==> src/hdl/iq_to_stereo_output_formatter_unit_defines.svh <==
// Assertion macros shared by the IQ to stereo output formatter RTL.
`ifndef IQ_TO_STEREO_OUTPUT_FORMATTER_UNIT_DEFINES_SVH
`define IQ_TO_STEREO_OUTPUT_FORMATTER_UNIT_DEFINES_SVH

// Same-cycle implication check, disabled while reset is high.
`define IQSF_ASSERT_IMP(lbl, clk, rst, ante, cons) \
   lbl: assert property (@(posedge clk) disable iff (rst) (ante) |-> (cons)) \
      else $error("iqsf: same-cycle check failed");

// Next-cycle implication check, disabled while reset is high.
`define IQSF_ASSERT_NXT(lbl, clk, rst, ante, cons) \
   lbl: assert property (@(posedge clk) disable iff (rst) (ante) |=> (cons)) \
      else $error("iqsf: next-cycle check failed");

`endif

==> src/hdl/iqsf_pkg.sv <==
// Shared types, constants and helper functions of the IQ to stereo formatter.
`default_nettype none
package iqsf_pkg;

   localparam int SAMPLE_WIDTH = 16;
   localparam int FRAC_BITS    = 12;
   localparam int CORDIC_STEPS = 31;
   localparam int SQRT_STEPS   = 24;
   localparam int IDX_W        = $clog2(CORDIC_STEPS);
   localparam int CORDIC_GUARD = 20;
   localparam int ANGLE_FRAC   = 30;
   localparam int XY_W         = 40;
   localparam int Z_W          = 35;
   localparam int RAD_W        = 48;
   localparam int SAT_W        = 48;
   localparam int PHASE_W      = 14;
   localparam int ZP_W         = Z_W + PHASE_W;

   localparam logic signed [Z_W-1:0]     ANGLE_PI    = 35'sd3373259426;
   localparam logic signed [PHASE_W-1:0] PHASE_SCALE = 14'sd5000;

   // Output format codes.
   localparam logic [1:0] FMT_REAL     = 2'd0;
   localparam logic [1:0] FMT_IQ       = 2'd1;
   localparam logic [1:0] FMT_QI       = 2'd2;
   localparam logic [1:0] FMT_ENVPHASE = 2'd3;

   // Register indexes (byte address bit 2).
   localparam logic REG_FORMAT = 1'b0;
   localparam logic REG_GAIN   = 1'b1;

   localparam logic [15:0] GAIN_RESET = 16'd1000;

   // Payload handed from one cell to the next.
   typedef struct packed {
      logic                          zero;
      logic signed [SAMPLE_WIDTH-1:0] re;
      logic signed [SAMPLE_WIDTH-1:0] im;
      logic signed [XY_W-1:0]        x;
      logic signed [XY_W-1:0]        y;
      logic signed [Z_W-1:0]         z;
      logic [RAD_W-1:0]              rem;
      logic [RAD_W-1:0]              root;
   } chain_type;

   // Arctangent of 2^-k in radians with 30 fraction bits, rounded to nearest.
   function automatic logic signed [Z_W-1:0] atan_entry(input logic [IDX_W-1:0] k);
      logic signed [Z_W-1:0] a;
      unique case (k)
         5'd0:    a = 35'sd843314857;
         5'd1:    a = 35'sd497837829;
         5'd2:    a = 35'sd263043837;
         5'd3:    a = 35'sd133525159;
         5'd4:    a = 35'sd67021687;
         5'd5:    a = 35'sd33543516;
         5'd6:    a = 35'sd16775851;
         5'd7:    a = 35'sd8388437;
         5'd8:    a = 35'sd4194283;
         5'd9:    a = 35'sd2097149;
         5'd10:   a = 35'sd1048576;
         5'd11:   a = 35'sd524288;
         5'd12:   a = 35'sd262144;
         5'd13:   a = 35'sd131072;
         5'd14:   a = 35'sd65536;
         5'd15:   a = 35'sd32768;
         5'd16:   a = 35'sd16384;
         5'd17:   a = 35'sd8192;
         5'd18:   a = 35'sd4096;
         5'd19:   a = 35'sd2048;
         5'd20:   a = 35'sd1024;
         5'd21:   a = 35'sd512;
         5'd22:   a = 35'sd256;
         5'd23:   a = 35'sd128;
         5'd24:   a = 35'sd64;
         5'd25:   a = 35'sd32;
         5'd26:   a = 35'sd16;
         5'd27:   a = 35'sd8;
         5'd28:   a = 35'sd4;
         5'd29:   a = 35'sd2;
         5'd30:   a = 35'sd1;
         default: a = '0;
      endcase
      return a;
   endfunction

   // Clamp a wide signed value to the signed sample range.
   function automatic logic signed [SAMPLE_WIDTH-1:0] sat_word(input logic signed [SAT_W-1:0] v);
      logic signed [SAT_W-1:0] hi;
      logic signed [SAT_W-1:0] lo;
      logic signed [SAMPLE_WIDTH-1:0] r;
      hi = SAT_W'((64'sd1 <<< (SAMPLE_WIDTH - 1)) - 64'sd1);
      lo = -SAT_W'(64'sd1 <<< (SAMPLE_WIDTH - 1));
      if (v > hi) begin
         r = hi[SAMPLE_WIDTH-1:0];
      end else if (v < lo) begin
         r = lo[SAMPLE_WIDTH-1:0];
      end else begin
         r = v[SAMPLE_WIDTH-1:0];
      end
      return r;
   endfunction

endpackage
`default_nettype wire

==> src/hdl/iqsf_cell.sv <==
// One chain cell: a vectoring CORDIC step and, in the first cells, a root digit step.
`default_nettype none
module iqsf_cell (
   input  wire logic                        clock,
   input  wire logic                        reset,
   input  wire logic                        en,
   input  wire logic [iqsf_pkg::IDX_W-1:0]  cell_idx,
   input  wire logic                        in_vld,
   input  wire iqsf_pkg::chain_type         in_data,
   output logic                             out_vld,
   output iqsf_pkg::chain_type              out_data
);

   logic                out_vld_ff;
   iqsf_pkg::chain_type out_data_ff, out_data_in;

   logic signed [iqsf_pkg::XY_W-1:0] x_cur, y_cur, x_sh, y_sh;
   logic [5:0]                       bit_pos;
   logic [iqsf_pkg::RAD_W-1:0]       bit_val, trial;

   always_comb begin
      x_cur   = in_data.x;
      y_cur   = in_data.y;
      x_sh    = x_cur >>> cell_idx;
      y_sh    = y_cur >>> cell_idx;
      bit_pos = 6'(2 * (iqsf_pkg::SQRT_STEPS - 1)) - {cell_idx, 1'b0};
      bit_val = iqsf_pkg::RAD_W'(1) << bit_pos;
      trial   = in_data.root + bit_val;

      out_data_in = in_data;
      // Rotate toward the positive real axis.
      if (!y_cur[iqsf_pkg::XY_W-1]) begin
         out_data_in.x = x_cur + y_sh;
         out_data_in.y = y_cur - x_sh;
         out_data_in.z = in_data.z + iqsf_pkg::atan_entry(cell_idx);
      end else begin
         out_data_in.x = x_cur - y_sh;
         out_data_in.y = y_cur + x_sh;
         out_data_in.z = in_data.z - iqsf_pkg::atan_entry(cell_idx);
      end

      // Restoring square root, one result bit per cell.
      if (cell_idx < iqsf_pkg::IDX_W'(iqsf_pkg::SQRT_STEPS)) begin
         if (in_data.rem >= trial) begin
            out_data_in.rem  = in_data.rem - trial;
            out_data_in.root = (in_data.root >> 1) + bit_val;
         end else begin
            out_data_in.root = in_data.root >> 1;
         end
      end
   end

   always_ff @(posedge clock) begin
      if (reset) begin
         out_vld_ff <= 1'b0;
      end else if (en) begin
         out_vld_ff <= in_vld;
      end
   end

   always_ff @(posedge clock) begin
      if (en) begin
         out_data_ff <= out_data_in;
      end
   end

   assign out_vld  = out_vld_ff;
   assign out_data = out_data_ff;

endmodule
`default_nettype wire

==> config.mk <==
export PLATFORM = sky130hd
export DESIGN_NAME = iqsf_cell
export DESIGN_NICKNAME = d
export VERILOG_FILES = /design/src/hdl/iq_to_stereo_output_formatter_unit_defines.svh /design/src/hdl/iqsf_pkg.sv /design/src/hdl/iqsf_cell.sv
export SDC_FILE = /design/constraint.sdc
export NUM_CORES = 1
export LEC_CHECK = 0
export BUFFER_PORTS_ARGS = -buffer_cell sky130_fd_sc_hd__buf_2
export CORE_MARGIN = 4
export CORE_UTILIZATION = 55
export DETAILED_ROUTE_END_ITERATION = 10
export GPL_TIMING_DRIVEN = 0
export PLACE_DENSITY = 0.9
export SLEW_MARGIN = 20
export SYNTH_ARGS = -nofsm -noshare
export SYNTH_HDL_FRONTEND = slang
export SYNTH_SLANG_ARGS = --single-unit
==> constraint.sdc <==
create_clock -name clock -period 16.6 [get_ports clock]
set_input_delay 1.66 -clock clock [delete_from_list [all_inputs] [get_ports clock]]
set_output_delay 1.66 -clock clock [all_outputs]
set_load 0.03 [all_outputs]
# Yosys cells after proc, flatten, opt, wreduce, memory -nomap -nowiden

Memory sizes are Yosys's and may differ from the RTL's.
Index checks and enable logic that the tools add are counted.

Register bits: 245
Memory bits (read-only): 1,920
Output and inout bits: 245
Word-level logic and storage cells: 32
Memories kept: 2

Memories:

| name             | depth | width | rd ports | clocked after memory_dff | wr ports | RTL line       | source |
|---|---|---|---|---|---|---|---|
| (name not given) | 32    | 30    | 1        | 0                        | 0        | iqsf_pkg.sv:49 | `unique case (k)` |
| (name not given) | 32    | 30    | 1        | 0                        | 0        | iqsf_pkg.sv:49 |  |

Add/sub/neg operators: 10
Order comparisons: 2
Shift operators: 3
Multiplexer cells: 6

Operator list:

| kind                                                                | count |
|---|---|
| 115-bit 2-to-1 mux                                                  | 1 |
| 48-bit 2-to-1 mux                                                   | 2 |
| 96-bit 2-to-1 mux                                                   | 1 |
| 40-bit adder                                                        | 2 |
| 40-bit by 5-bit >>> shifter with 40-bit output                      | 2 |
| 40-bit subtractor                                                   | 2 |
| 35-bit 2-to-1 mux                                                   | 2 |
| 47-bit by 48-bit adder with 48-bit output                           | 1 |
| 48-bit adder                                                        | 1 |
| 48-bit greater-or-equal comparator                                  | 1 |
| 1-bit by 6-bit left shift with 48-bit output (first input constant) | 1 |
| 48-bit subtractor                                                   | 1 |
| 35-bit adder                                                        | 1 |
| 35-bit subtractor                                                   | 1 |
| 6-bit subtractor (first input constant)                             | 1 |
| 5-bit less-than comparator (second input constant)                  | 1 |

# Depth between registers and ports, before layout

Depth after elaboration: 6
Mapped depth: 37
Gate-level depth less buffers: 28

# Worst setup path after synthesis

Ideal clock, no wire load.

Path kind: input-to-reg
From: input port cell_idx[3] in the netlist's numbering
To: register out_data_ff, in the netlist out_data[46] (data pin)
Setup time: 261 ps
Arrival time: 9,044 ps
Data required time: 16,339 ps
Setup slack: 7,295 ps
Stages: 36
Path through: buf_2 -> buf_2 -> buf_4 -> buf_2 -> inv_1 -> buf_2 -> buf_1 -> clkbuf_1 -> ha_1 -> clkbuf_1 -> and3_1 -> ha_1 -> ha_1 -> o21ai_0 -> a21oi_1 -> maj3_1 -> a211oi_1 -> a21oi_1 -> a211oi_1 -> o211ai_1 -> a41oi_1 -> nor2_1 -> o21ai_0 -> xor2_1 -> ha_1 -> and3_1 -> nand2_1 -> inv_1 -> a221oi_1 -> o221ai_1 -> nor3_1 -> clkbuf_1 -> buf_1 -> nor2_1 -> mux2i_1 -> nand3_1

RTL lines:

| element                | RTL line        | source |
|---|---|---|
| start: declaration     | iqsf_cell.sv:7  | `input wire logic [iqsf_pkg::IDX_W-1:0] cell_idx,` |
| end signal: assignment | iqsf_cell.sv:63 | `out_data_ff <= out_data_in;` |
| end: declaration       | iqsf_cell.sv:15 | `iqsf_pkg::chain_type out_data_ff, out_data_in;` |

==> impl_results.md <==
- Hold_buf cts: 0
- Synth async-reset ratio: 0
- Worst-Margin Slew: 1.235 ns
- Final setup viols: 0
- Setup crit end: out_data[93]$_DFFE_PP_
- CTS sink cnt: 245
- Initial core utilization: 0.5582
- Crit-path slowest cell: clkbuf_1
- Count leader, synth: nand2_1
- Worst Slack Setup Final: 3.284 ns
- Fraction of layout cells with a size suffix above 1: 0.2057
- Total track usage: 0.4177
- DP Area: 0.03286 mm2
- Reg2reg path depth: 2
- Routed len/inst: 27.97 um
- Port bufs: 494
- DIE AREA: 0.05732 mm2
- Required @ worst endpoint: 16.86 ns
- Yosys top cell area share: 0.2488
- Final global-route overflow total: 0
- Mapped Cells: 3269
- Peak supply drop: 0.09761 mV
- # resized after CTS: 0
- Clock tree buffer depth: 3
- IO Pins: 498
- Reg clk slew, reported paths: 0.06 ns
- Post-synth EDFFs: 244
- Delay of the slowest critical-path stage: 0.88 ns
- Worst r2r dst: out_vld$_SDFFE_PP0P_
- Synthesized net count: 3743
- Antenna violations before repair: 15
- Power Total: 3.163 mW
- Startpoint Class: input port
- Root Buffer: clkbuf_16
- Via Count: 31290
- Final-layout fill cell count: 4443
- Post-CTS setup buffer count: 0
- Row cnt: 84
- Type of the worst min-delay path: reg -> reg
- Routability Congestion: 1.209
- DRC Markers: 0
- DPL Wire Length: 99.79 mm
- R2R setup slack: 16.02 ns
- First DRT Iteration DRCs: 4158
- Yosys top cell by area: edfxtp_1
- Post-synth top flop: edfxtp_1
- CP dominant cell by count: clkbuf_1
- Pwr dens: 93.30 mW/mm2
- Period Utilization, post-route: 0.8022
- CTS Buf Count: 28
- Worst setup EP type: flip-flop
- Htree depth: 1
- Largest net degree at the start of global routing: 105
- Fin. max-slew vios: 0
- Worst r2r src: out_vld$_SDFFE_PP0P_
- Top cells by area, synth: edfxtp_1, ha_1, mux4_2
- Seq/Total Area, Yosys: 0.2494
- Count of unique library cells instantiated by Yosys: 107
- Vias in the first global route: 29050
- Crit. Startpoint: cell_idx[4]
- Crit path arrival time: 13.58 ns
- Vias/cell: 6.921
- Static leakage: 14.26 nW
- Cell area after synthesis: 0.02945 mm2
- Setup Total Neg Slack: 0 ns
- Antenna-violating nets left: 0
- Die Width: 239.4 um
- Avg Inst Size Synth: 9.010 um2
- Fmax achieved: 75.10 MHz
- TritonRoute pass-1 iters: 6
- Placeable Area: 0.05276 mm2
- Min Tclk post-route: 13.32 ns
- Status: finished, final reports clean
- Die Y: 239.4 um
- CTS tree: done
- Crit Path Max Fanout: 11
- RSZ-0062 raised after global routing: no
- Post-route cell area: 0.03390 mm2
- Util after Layout: 0.6425
- Pre-CTS WS: 3.270 ns
- Synth top cells by count: nand2_1, nor2_1, a21oi_1, edfxtp_1
- Detailed Route WL: 126.4 mm
- Max-cap violations: 0
- First-pass GRT wire length: 181.9 mm
- Worst-Skew Late Latency: 0.59 ns
- Worst setup path class: in -> reg
- Layout net count: 4269
- Clk_skew: 0 ns
- Relative slew margins: 0.1765
- Post-synthesis register bit count: 245
- Synthesis warning total: 0
- Final hold vios: 0
- Area growth from synthesis to layout: 15.10%
per-stage QoR:
step                std cells  hold WS, ns
detailed placement       4453       0.4871
global route             4513       0.5198
finish                   4521       0.5004
global placement         4451       0.4727
floorplan                3269       0.6299
CTS                      4504       0.5046
kinds of logic (layout without fill, tap and decap cells):
kind of cell               Yosys count  after routing  synth area share
adders and majority gates          223            223           0.09558
other                                0             17                 0
and+or+nand+nor                    996            996            0.1629
muxes                              231            231            0.1381
buffers and inverters              262            809           0.03980
xor gates and xnor gates           315            315           0.09367
AOI/OAI and AO/OA                  997            997            0.2205
DFF                                245            245            0.2494
flip-flops by register name (all words and copies together) (netlist names):
| name | count |
|---|---|
| out_data | 244 |
| out_vld | 1 |
power breakdown:
part | internal, mW | switching (mW) | leakage [nW]
logic | 0.553 | 1.05 | 11.4
clock network | 0.403 | 0.272 | 0.473
registers | 0.848 | 0.0376 | 2.40
worst min-delay path by stage:
stage | from | end | cells after the start
floorplan | out_vld$_SDFFE_PP0P_ | out_vld$_SDFFE_PP0P_ | 2
global placement | out_vld$_SDFFE_PP0P_ | out_vld$_SDFFE_PP0P_ | 2
detailed placement | out_vld$_SDFFE_PP0P_ | out_vld$_SDFFE_PP0P_ | 2
CTS | out_vld$_SDFFE_PP0P_ | out_vld$_SDFFE_PP0P_ | 2
global route | out_vld$_SDFFE_PP0P_ | out_vld$_SDFFE_PP0P_ | 2
finish | out_vld$_SDFFE_PP0P_ | out_vld$_SDFFE_PP0P_ | 2
layout by cell type, fill, tap and decap left out, types with 22 or more instances in the layout:
cell / n
clkbuf_1: 109
o21a_1: 38
nor2_1: 273
a211oi_1: 27
xnor2_1: 195
a31oi_1: 56
inv_1: 89
clkbuf_16: 28
mux2_2: 53
nor2b_1: 44
nor3_1: 56
edfxtp_1: 244
nand2b_1: 31
buf_2: 518
a21oi_1: 254
nand3_1: 58
xor2_1: 120
ha_1: 217
o31ai_1: 25
and3_1: 53
o21ai_0: 217
a21o_1: 102
o21bai_1: 31
mux4_1: 30
o22ai_1: 22
mux4_2: 90
mux2i_1: 53
and2_1: 39
nand4_1: 33
nand2_1: 316
critical path: cells and delay by family:
family                   cells  cell delay, ns
XOR/XNOR                     1            0.22
AO/OA/AOI/OAI               11            3.37
AND/OR/NAND/NOR              6            1.55
adder cells (fa/ha/maj)      5            1.74
buffers and inverters       11            5.01
area by class of cell:
class	count	area, um2	area share
multi-input combinational	2762	20950	0.6179
inverter	91	341.6	0.01008
antenna	17	42.54	0.001255
clock inverter	20	280.3	0.008268
sequential	245	7347	0.2167
clock buffer	31	711.9	0.02100
timing repair buffer	496	2537	0.07485
buffer	171	830.8	0.02451
tap	688	860.8	0.02539
layer usage:
metal / part of all wire / track usage / up-vias
li1: - / - / 13540
met3: 0.13 / 0.1310 / 680
met1: 0.34 / 0.4868 / 14610
met2: 0.43 / 0.6551 / 2459
met5: 0.00088 / 0.01010 / -
met4: 0.096 / 0.2939 / 6
Note: power is estimated with default switching activity, not from simulation.
