<file path="config.mk">
export PLATFORM = sky130hd
export DESIGN_NAME = iqsf_back
export DESIGN_NICKNAME = d
export VERILOG_FILES = /design/src/hdl/iq_to_stereo_output_formatter_unit_defines.svh /design/src/hdl/iqsf_pkg.sv /design/src/hdl/iqsf_back.sv
export SDC_FILE = /design/constraint.sdc
export NUM_CORES = 1
export LEC_CHECK = 0
export BUFFER_PORTS_ARGS = -buffer_cell sky130_fd_sc_hd__buf_2
export CAP_MARGIN = 20
export CORE_AREA = 10 10 139 167
export DETAILED_ROUTE_END_ITERATION = 8
export DIE_AREA = 0 0 149 177
export PLACE_DENSITY_LB_ADDON = 0.25
export SYNTH_ARGS = -nofsm -noshare
export SYNTH_HDL_FRONTEND = slang
export SYNTH_SLANG_ARGS = --single-unit
</file>
<file path="constraint.sdc">
create_clock -name clock -period 12 [get_ports clock]
set_clock_uncertainty 0.15 [all_clocks]
set_input_delay 2.4 -clock clock [delete_from_list [all_inputs] [get_ports clock]]
set_output_delay 2.4 -clock clock [all_outputs]
set_load 0.02 [all_outputs]
</file>
<file path="src/hdl/iq_to_stereo_output_formatter_unit_defines.svh">
// Assertion macros shared by the IQ to stereo output formatter RTL.
`ifndef IQ_TO_STEREO_OUTPUT_FORMATTER_UNIT_DEFINES_SVH
`define IQ_TO_STEREO_OUTPUT_FORMATTER_UNIT_DEFINES_SVH

// Same-cycle implication check, disabled while reset is high.
`define IQSF_ASSERT_IMP(lbl, clk, rst, ante, cons) \
   lbl: assert property (@(posedge clk) disable iff (rst) (ante) |-> (cons)) \
      else $error("iqsf: same-cycle check failed");

// Next-cycle implication check, disabled while reset is high.
`define IQSF_ASSERT_NXT(lbl, clk, rst, ante, cons) \
   lbl: assert property (@(posedge clk) disable iff (rst) (ante) |=> (cons)) \
      else $error("iqsf: next-cycle check failed");

`endif

</file>
<file path="src/hdl/iqsf_pkg.sv">
// Shared types, constants and helper functions of the IQ to stereo formatter.
`default_nettype none
package iqsf_pkg;

   localparam int SAMPLE_WIDTH = 16;
   localparam int FRAC_BITS    = 12;
   localparam int CORDIC_STEPS = 31;
   localparam int SQRT_STEPS   = 24;
   localparam int IDX_W        = $clog2(CORDIC_STEPS);
   localparam int CORDIC_GUARD = 20;
   localparam int ANGLE_FRAC   = 30;
   localparam int XY_W         = 40;
   localparam int Z_W          = 35;
   localparam int RAD_W        = 48;
   localparam int SAT_W        = 48;
   localparam int PHASE_W      = 14;
   localparam int ZP_W         = Z_W + PHASE_W;

   localparam logic signed [Z_W-1:0]     ANGLE_PI    = 35'sd3373259426;
   localparam logic signed [PHASE_W-1:0] PHASE_SCALE = 14'sd5000;

   // Output format codes.
   localparam logic [1:0] FMT_REAL     = 2'd0;
   localparam logic [1:0] FMT_IQ       = 2'd1;
   localparam logic [1:0] FMT_QI       = 2'd2;
   localparam logic [1:0] FMT_ENVPHASE = 2'd3;

   // Register indexes (byte address bit 2).
   localparam logic REG_FORMAT = 1'b0;
   localparam logic REG_GAIN   = 1'b1;

   localparam logic [15:0] GAIN_RESET = 16'd1000;

   // Payload handed from one cell to the next.
   typedef struct packed {
      logic                          zero;
      logic signed [SAMPLE_WIDTH-1:0] re;
      logic signed [SAMPLE_WIDTH-1:0] im;
      logic signed [XY_W-1:0]        x;
      logic signed [XY_W-1:0]        y;
      logic signed [Z_W-1:0]         z;
      logic [RAD_W-1:0]              rem;
      logic [RAD_W-1:0]              root;
   } chain_type;

   // Arctangent of 2^-k in radians with 30 fraction bits, rounded to nearest.
   function automatic logic signed [Z_W-1:0] atan_entry(input logic [IDX_W-1:0] k);
      logic signed [Z_W-1:0] a;
      unique case (k)
         5'd0:    a = 35'sd843314857;
         5'd1:    a = 35'sd497837829;
         5'd2:    a = 35'sd263043837;
         5'd3:    a = 35'sd133525159;
         5'd4:    a = 35'sd67021687;
         5'd5:    a = 35'sd33543516;
         5'd6:    a = 35'sd16775851;
         5'd7:    a = 35'sd8388437;
         5'd8:    a = 35'sd4194283;
         5'd9:    a = 35'sd2097149;
         5'd10:   a = 35'sd1048576;
         5'd11:   a = 35'sd524288;
         5'd12:   a = 35'sd262144;
         5'd13:   a = 35'sd131072;
         5'd14:   a = 35'sd65536;
         5'd15:   a = 35'sd32768;
         5'd16:   a = 35'sd16384;
         5'd17:   a = 35'sd8192;
         5'd18:   a = 35'sd4096;
         5'd19:   a = 35'sd2048;
         5'd20:   a = 35'sd1024;
         5'd21:   a = 35'sd512;
         5'd22:   a = 35'sd256;
         5'd23:   a = 35'sd128;
         5'd24:   a = 35'sd64;
         5'd25:   a = 35'sd32;
         5'd26:   a = 35'sd16;
         5'd27:   a = 35'sd8;
         5'd28:   a = 35'sd4;
         5'd29:   a = 35'sd2;
         5'd30:   a = 35'sd1;
         default: a = '0;
      endcase
      return a;
   endfunction

   // Clamp a wide signed value to the signed sample range.
   function automatic logic signed [SAMPLE_WIDTH-1:0] sat_word(input logic signed [SAT_W-1:0] v);
      logic signed [SAT_W-1:0] hi;
      logic signed [SAT_W-1:0] lo;
      logic signed [SAMPLE_WIDTH-1:0] r;
      hi = SAT_W'((64'sd1 <<< (SAMPLE_WIDTH - 1)) - 64'sd1);
      lo = -SAT_W'(64'sd1 <<< (SAMPLE_WIDTH - 1));
      if (v > hi) begin
         r = hi[SAMPLE_WIDTH-1:0];
      end else if (v < lo) begin
         r = lo[SAMPLE_WIDTH-1:0];
      end else begin
         r = v[SAMPLE_WIDTH-1:0];
      end
      return r;
   endfunction

endpackage
`default_nettype wire

</file>
<file path="src/hdl/iqsf_back.sv">
// Output stages: phase scaling, envelope extraction and the stereo format select.
`default_nettype none
module iqsf_back (
   input  wire logic                                 clock,
   input  wire logic                                 reset,
   input  wire logic                                 en,
   input  wire logic [1:0]                           output_format,
   input  wire logic                                 in_vld,
   input  wire iqsf_pkg::chain_type                  in_data,
   output logic                                      out_vld,
   output logic signed [iqsf_pkg::SAMPLE_WIDTH-1:0]  out_left,
   output logic signed [iqsf_pkg::SAMPLE_WIDTH-1:0]  out_right
);

   localparam int PH_W = iqsf_pkg::ZP_W - iqsf_pkg::ANGLE_FRAC;

   logic                                 c_vld_ff;
   logic signed [iqsf_pkg::ZP_W-1:0]     c_zp_ff, c_zp_in;
   logic                                 c_zero_ff;
   logic signed [iqsf_pkg::SAMPLE_WIDTH-1:0] c_re_ff, c_im_ff;
   logic [iqsf_pkg::SQRT_STEPS-1:0]      c_root_ff;

   logic                                 out_vld_ff;
   logic signed [iqsf_pkg::SAMPLE_WIDTH-1:0] left_ff, left_in;
   logic signed [iqsf_pkg::SAMPLE_WIDTH-1:0] right_ff, right_in;

   logic signed [iqsf_pkg::ZP_W-1:0]     zp_rnd;
   logic signed [PH_W-1:0]               ph_q;
   logic signed [iqsf_pkg::SAMPLE_WIDTH-1:0] phase, env;

   assign c_zp_in = iqsf_pkg::ZP_W'(in_data.z) * iqsf_pkg::ZP_W'(iqsf_pkg::PHASE_SCALE);

   always_ff @(posedge clock) begin
      if (reset) begin
         c_vld_ff <= 1'b0;
      end else if (en) begin
         c_vld_ff <= in_vld;
      end
   end

   always_ff @(posedge clock) begin
      if (en) begin
         c_zp_ff   <= c_zp_in;
         c_zero_ff <= in_data.zero;
         c_re_ff   <= in_data.re;
         c_im_ff   <= in_data.im;
         c_root_ff <= in_data.root[iqsf_pkg::SQRT_STEPS-1:0];
      end
   end

   always_comb begin
      zp_rnd = c_zp_ff + (c_zp_ff[iqsf_pkg::ZP_W-1]
                          ? iqsf_pkg::ZP_W'((64'sd1 <<< iqsf_pkg::ANGLE_FRAC) - 64'sd1)
                          : iqsf_pkg::ZP_W'(0));
      ph_q   = PH_W'(zp_rnd >>> iqsf_pkg::ANGLE_FRAC);
      // The rotation never settles for a zero sample, so its angle is forced.
      phase  = c_zero_ff ? '0 : iqsf_pkg::sat_word(iqsf_pkg::SAT_W'(ph_q));
      env    = iqsf_pkg::sat_word(iqsf_pkg::SAT_W'(c_root_ff >> iqsf_pkg::FRAC_BITS));

      unique case (output_format)
         iqsf_pkg::FMT_REAL: begin
            left_in  = c_re_ff;
            right_in = '0;
         end
         iqsf_pkg::FMT_IQ: begin
            left_in  = c_re_ff;
            right_in = c_im_ff;
         end
         iqsf_pkg::FMT_QI: begin
            left_in  = c_im_ff;
            right_in = c_re_ff;
         end
         default: begin
            left_in  = env;
            right_in = phase;
         end
      endcase
   end

   always_ff @(posedge clock) begin
      if (reset) begin
         out_vld_ff <= 1'b0;
      end else if (en) begin
         out_vld_ff <= c_vld_ff;
      end
   end

   always_ff @(posedge clock) begin
      if (en) begin
         left_ff  <= left_in;
         right_ff <= right_in;
      end
   end

   assign out_vld   = out_vld_ff;
   assign out_left  = left_ff;
   assign out_right = right_ff;

endmodule
`default_nettype wire

</file>
* Word-level counts from Yosys, hierarchy flattened
Index checks and enable logic that the tools add are counted.
Storage, ports and cells: flip-flop bits (word level) 137, bits in latches 0, memory bits (writable) 0, memory bits (read-only) 0, input bits 250, memories 0
Cells by class: add/subtract/negate cells 1, multipliers 1, div/mod/pow operators 0, $lt $le $gt $ge 4, equal/unequal tests 2, shift-type cells 0, mux-type cells 8, bitwise logic cells 0, reductions and logical operators 2
Operators by type and width (number):
- $mux 16 | 5
- $add 49x31->49 | 1
- $pmux 16 s3 | 1
- $mul 35x11->46 const B | 1
- $pmux 16 s2 | 1
- $mux 30 | 1
- $gt 19x16->1 const B | 1
- $lt 19x16->1 const B | 1
- $lt 13x16->1 const B | 1
- $gt 12x15->1 const B | 1
- $eq 2x1->1 const B | 1
- $eq 2x2->1 const B | 1
- $logic_not 2->1 | 1
- $reduce_or 2->1 | 1

* Depth between registers and ports, before layout
word-level depth 7, gate-level depth with buffers 19

* Least setup slack after synthesis
No wires, ideal clock.
path kind input -> register, start input port in_data[118] in the netlist's numbering, end register c_zp_ff[48] in the netlist's numbering (data pin), library setup time 0.264 ns, arrival 6.648 ns, data required time 11.586 ns, slack 4.938 ns, stages on the path 17, cells stage by stage ha_1 > ha_1 > fa_1 > fa_1 > inv_1 > fa_1 > inv_1 > ha_1 > a21o_1 > a21oi_1 > nor2b_1 > or4_1 > a41oi_1 > o31ai_4 > a41oi_2 > a211oi_2 > xor2_1
On the way: longest elaborated chain between the ends 1
RTL lines:
- start, declared | RTL line iqsf_back.sv:9 | input wire iqsf_pkg::chain_type in_data,
- $mul 35x11->46 | RTL line iqsf_back.sv:31 | assign c_zp_in = iqsf_pkg::ZP_W'(in_data.z) * iqsf_pkg::ZP_W'(iqsf_pkg::PHASE_SCALE);
- net c_zp_in, one bit | RTL line iqsf_back.sv:18 | logic signed [iqsf_pkg::ZP_W-1:0] c_zp_ff, c_zp_in;
- end signal, assigned | RTL line iqsf_back.sv:43 | c_zp_ff <= c_zp_in;
- end, declared | RTL line iqsf_back.sv:18
The timed path passes the listed nets, and every way through them passes these cells. A chain may end at the register's enable or synchronous reset.

* Worst setup path after layout
start input port in_data[100] in the netlist's numbering, end register c_zp_ff[47] in the netlist's numbering (data pin)
The elaborated chain is that of the path after synthesis.

==> qor.yml <==
outcome: "finished clean"
fin_crit_ns: 7.33
clkTransAtPathRegs_ns: 0.06
yosysUniqueCellTypes: 65
post_cts_buffers: 0
crit_top_cell: "inv_1"
clock_power_share_pct: 17.6
routedWlPerCell_um: 15.8
insertion_delay_ns: 0.42
grt_overflow: 0
synthesis.area_um2: 11800
synth_top_family_by_area: "adder cells"
drv_cap: 0
crit_chain: "buf_2 -> ha_1 -> ha_1 -> inv_1 -> fa_1 -> inv_1 -> fa_1 -> inv_1 -> fa_1 -> inv_1 -> ha_1 -> o21ai_0 -> o21bai_1 -> a21oi_1 -> o311ai_2 -> a21oi_1 -> a211o_1 -> a31o_2 -> a21oi_1 -> xor2_1"
max-slew-margin-rel_pct: 31.9
synth_mux_area_share_pct: 1.27
p_sw_mw: 1.26
timing.setup.critical_path_class: "in2reg"
pin_count: 283
synthAdderAreaFrac_pct: 39.2
ys_top_cells_by_area: "edfxtp_1 (31%), ha_1 (22%), fa_1 (17%)"
setup_slack_ns: 4.67
cp_data_arrival_time_ns: 7.34
grt_pass1_vias: 8081
min-delay-start: "c_vld_ff"
drc: 0
avgSynthCellArea_um2: 11.3
reg2reg_setup_slack_ns: 8.49
synthSimpleGateAreaFrac_pct: 6.26
fmax_ghz: 0.136
grt_max_degree: 86
vias: 7938
area_growth_pct: 12.8
setup_viol: 0
rsz0062_at_grt: "no"
dpl.hpwl_um: 18600
synth-main-ff-cell: "edfxtp_1"
r2r_end: "out_right[9]"
clock_sinks: 125
clockBufferDepth: 2
syn_inst: 1040
port-buffer-count: 118
antenna_found_initial: 1
die_area_um2: 26400
worstPathRequired_ns: 12.01
multi_input_area_um2: 7280
min_path_cells: 2
cts_resized: 0
start_util_pct: 59.0
synthArstFlopShare_pct: 0
fillers: 1507
power.leakage_nw: 6.29
tightest_slew_ns: 1.02
vdd_drop_max_v: 0.000124
root_buffer: "clkbuf_16"
synth_compound_area_share_pct: 11.1
h-tree-depth: 4
postRouteAntennaNets: 0
wirelength_um: 22800
powerDensity_nw_per_um2: 229
synth_seq_area_share_pct: 31.7
p_seq_share_pct: 23.8
cp_top_family: "adder cells"
hold_path.class: "reg2reg"
die_x_um: 149
core_area_um2: 20000
cp_max_fo: 5
cts_tree: "yes"
synth_top_area_cell: "edfxtp_1"
tns_ns: 0
reg2reg_from: "c_zp_ff[48]"
routabilityCongestion: 0.852
synth_nets: 1598
synth-seq-cells: 125
pre_cts_slack_ns: 4.30
finalMaxSlewViolations: 0
first_iter_violations: 375
slowest_stage: "fa_1"
finalCritPeriodShare_pct: 61.1
power_frac_comb_pct: 58.6
nNetsFinal: 1724
intPower_mw: 1.78
cp_num_buf_inv: 5
dr.pass1.iters: 5
synth_xor_area_share_pct: 3.94
regArea_um2: 3730
rows: 57
slowest_delay_ns: 0.56
ctsHoldBuffers: 0
finalHoldViolCount: 0
min_to: "c_vld_ff"
grt_pass1_wl_um: 38200
ff2ff_path_depth: 11
start_kind: "input pin"
synth_top_cell_area_share_pct: 31.3
fin_util_pct: 66.6
synth-edff-count: 123
gr-usage-all-layers_pct: 17.6
crit_path_end_kind: "flip-flop"
drive_above_1_share_pct: 14.7
post_drt_via_cell_ratio: 5.49
yosysWarnings: 0
sw_frac_of_total_pct: 41.5
cts_buffers: 17
dieHeight_um: 177
==> metal layers <==
metal  track usage (%)  vias up  wire length (um)
met2              29.0      202             10800
met3              3.45       32              1380
li1                  -     3895                 -
met5                 0        -                 0
met1              23.3     3809             10300
met4              4.95        0               351
==> kinds of logic after synthesis <==
logic type	after synthesis
AO/OA/AOI/OAI	190
adder cells (fa/ha/maj)	308
XOR/XNOR	53
multiplexers	15
flip-flops	125
buffers and inverters	204
AND/OR/NAND/NOR	145
==> registers in the layout, summed over array words and instances, names as in the netlist <==
signal and flops:
c_im_ff 16, c_re_ff 16, c_root_ff 12, c_vld_ff 1, c_zero_ff 1, c_zp_ff 46
out_left 16, out_right 16, out_vld 1
==> through the flow <==
step,instances,hold slack [ns],instance area (um^2),power [mW]
detailed placement,1412,0.354,12700,2.51
global route,1444,0.405,13300,3.34
global placement,1412,0.320,12700,2.46
CTS,1444,0.367,13300,3.06
floorplan,1040,0.310,11800,2.13
finish,1446,0.363,13300,3.04
==> power by group through the flow <==
stage	registers [mW]	clock network [mW]	logic, mW
detailed placement	0.732	0	1.78
global placement	0.729	0	1.73
global route	0.735	0.565	2.04
finish	0.724	0.535	1.79
floorplan	0.732	0	1.40
CTS	0.725	0.544	1.79
==> cells in the final DEF, fill, tap and decap left out, types with 3 or more instances in the layout <==
master	n
ha_1	206
inv_1	189
edfxtp_1	123
buf_2	117
fa_1	102
a21oi_1	59
nor2_1	40
o21ai_0	34
nand2_1	33
xnor2_1	31
xor2_1	22
nand3_1	19
clkbuf_16	17
o211ai_1	16
mux2i_1	15
a22oi_1	15
a21o_1	12
a211oi_1	10
and3_1	10
nor3_1	8
o21bai_1	7
o21a_1	7
inv_6	7
nand4_1	5
nor2b_1	5
buf_4	5
nand2b_1	4
and2_1	3
a211o_1	3
a31oi_1	3
bufinv_16	3
==> worst max path at each step <==
stage	slack, ns	startpoint	to	cells past startpoint
2_1_floorplan	4.94	in_data[118]	c_zp_ff[48]	17
3_3_place_gp	4.37	in_data[100]	c_zp_ff[47]	20
3_5_place_dp	4.30	in_data[100]	c_zp_ff[47]	20
4_1_cts	4.69	in_data[100]	c_zp_ff[47]	20
5_1_grt	4.43	in_data[100]	c_zp_ff[47]	20
6_report	4.67	in_data[100]	c_zp_ff[47]	20
==> Yosys cell counts (2+ instances only) <==
library cell and count:
edfxtp_1 123, o21ai_0 34, buf_6 2, o311ai_2 2
xnor2_1 31, or3_1 2, a41oi_1 2, nand3b_1 2
a21oi_1 59, mux2i_1 15, nor2b_1 5, o211ai_2 2
a211oi_1 10, fa_1 102, nand2_1 33, clkbuf_1 10
ha_1 206, o211ai_1 16, nand3_1 19, a311o_1 2
a21o_1 12, nor4_1 2, a22oi_1 15, dfxtp_1 2
xor2_1 22, a31oi_1 3, nand2b_1 4, o21bai_1 7
nor2_1 40, nand4_1 5, o21a_1 7, a211o_1 3
buf_1 2, and4_1 2, inv_1 189, nor3_1 8
and3_1 10, and2_1 3
==> worst register-to-register path: cells and delay by family, from the launching register on <==
family	cells	cell delay [ns]
and+or+nand+nor	1	0.36
adders and majority gates	1	0.39
DFF	1	0.36
AOI/OAI and AO/OA	7	1.56
buffers and inverters	1	0.25
muxes	1	0.17
==> area by class of cell <==
type                    instances  share of cell area (%)
multi-input cells             711                    54.7
flip-flops and latches        125                    28.1
inverters                     189                    5.33
repair buffers                122                    4.68
clock buffers                  17                    3.20
well taps                     265                    2.49
clock inverters                15                    1.48
diodes                          2                  0.0376
(Power assumes the default switching activity.)
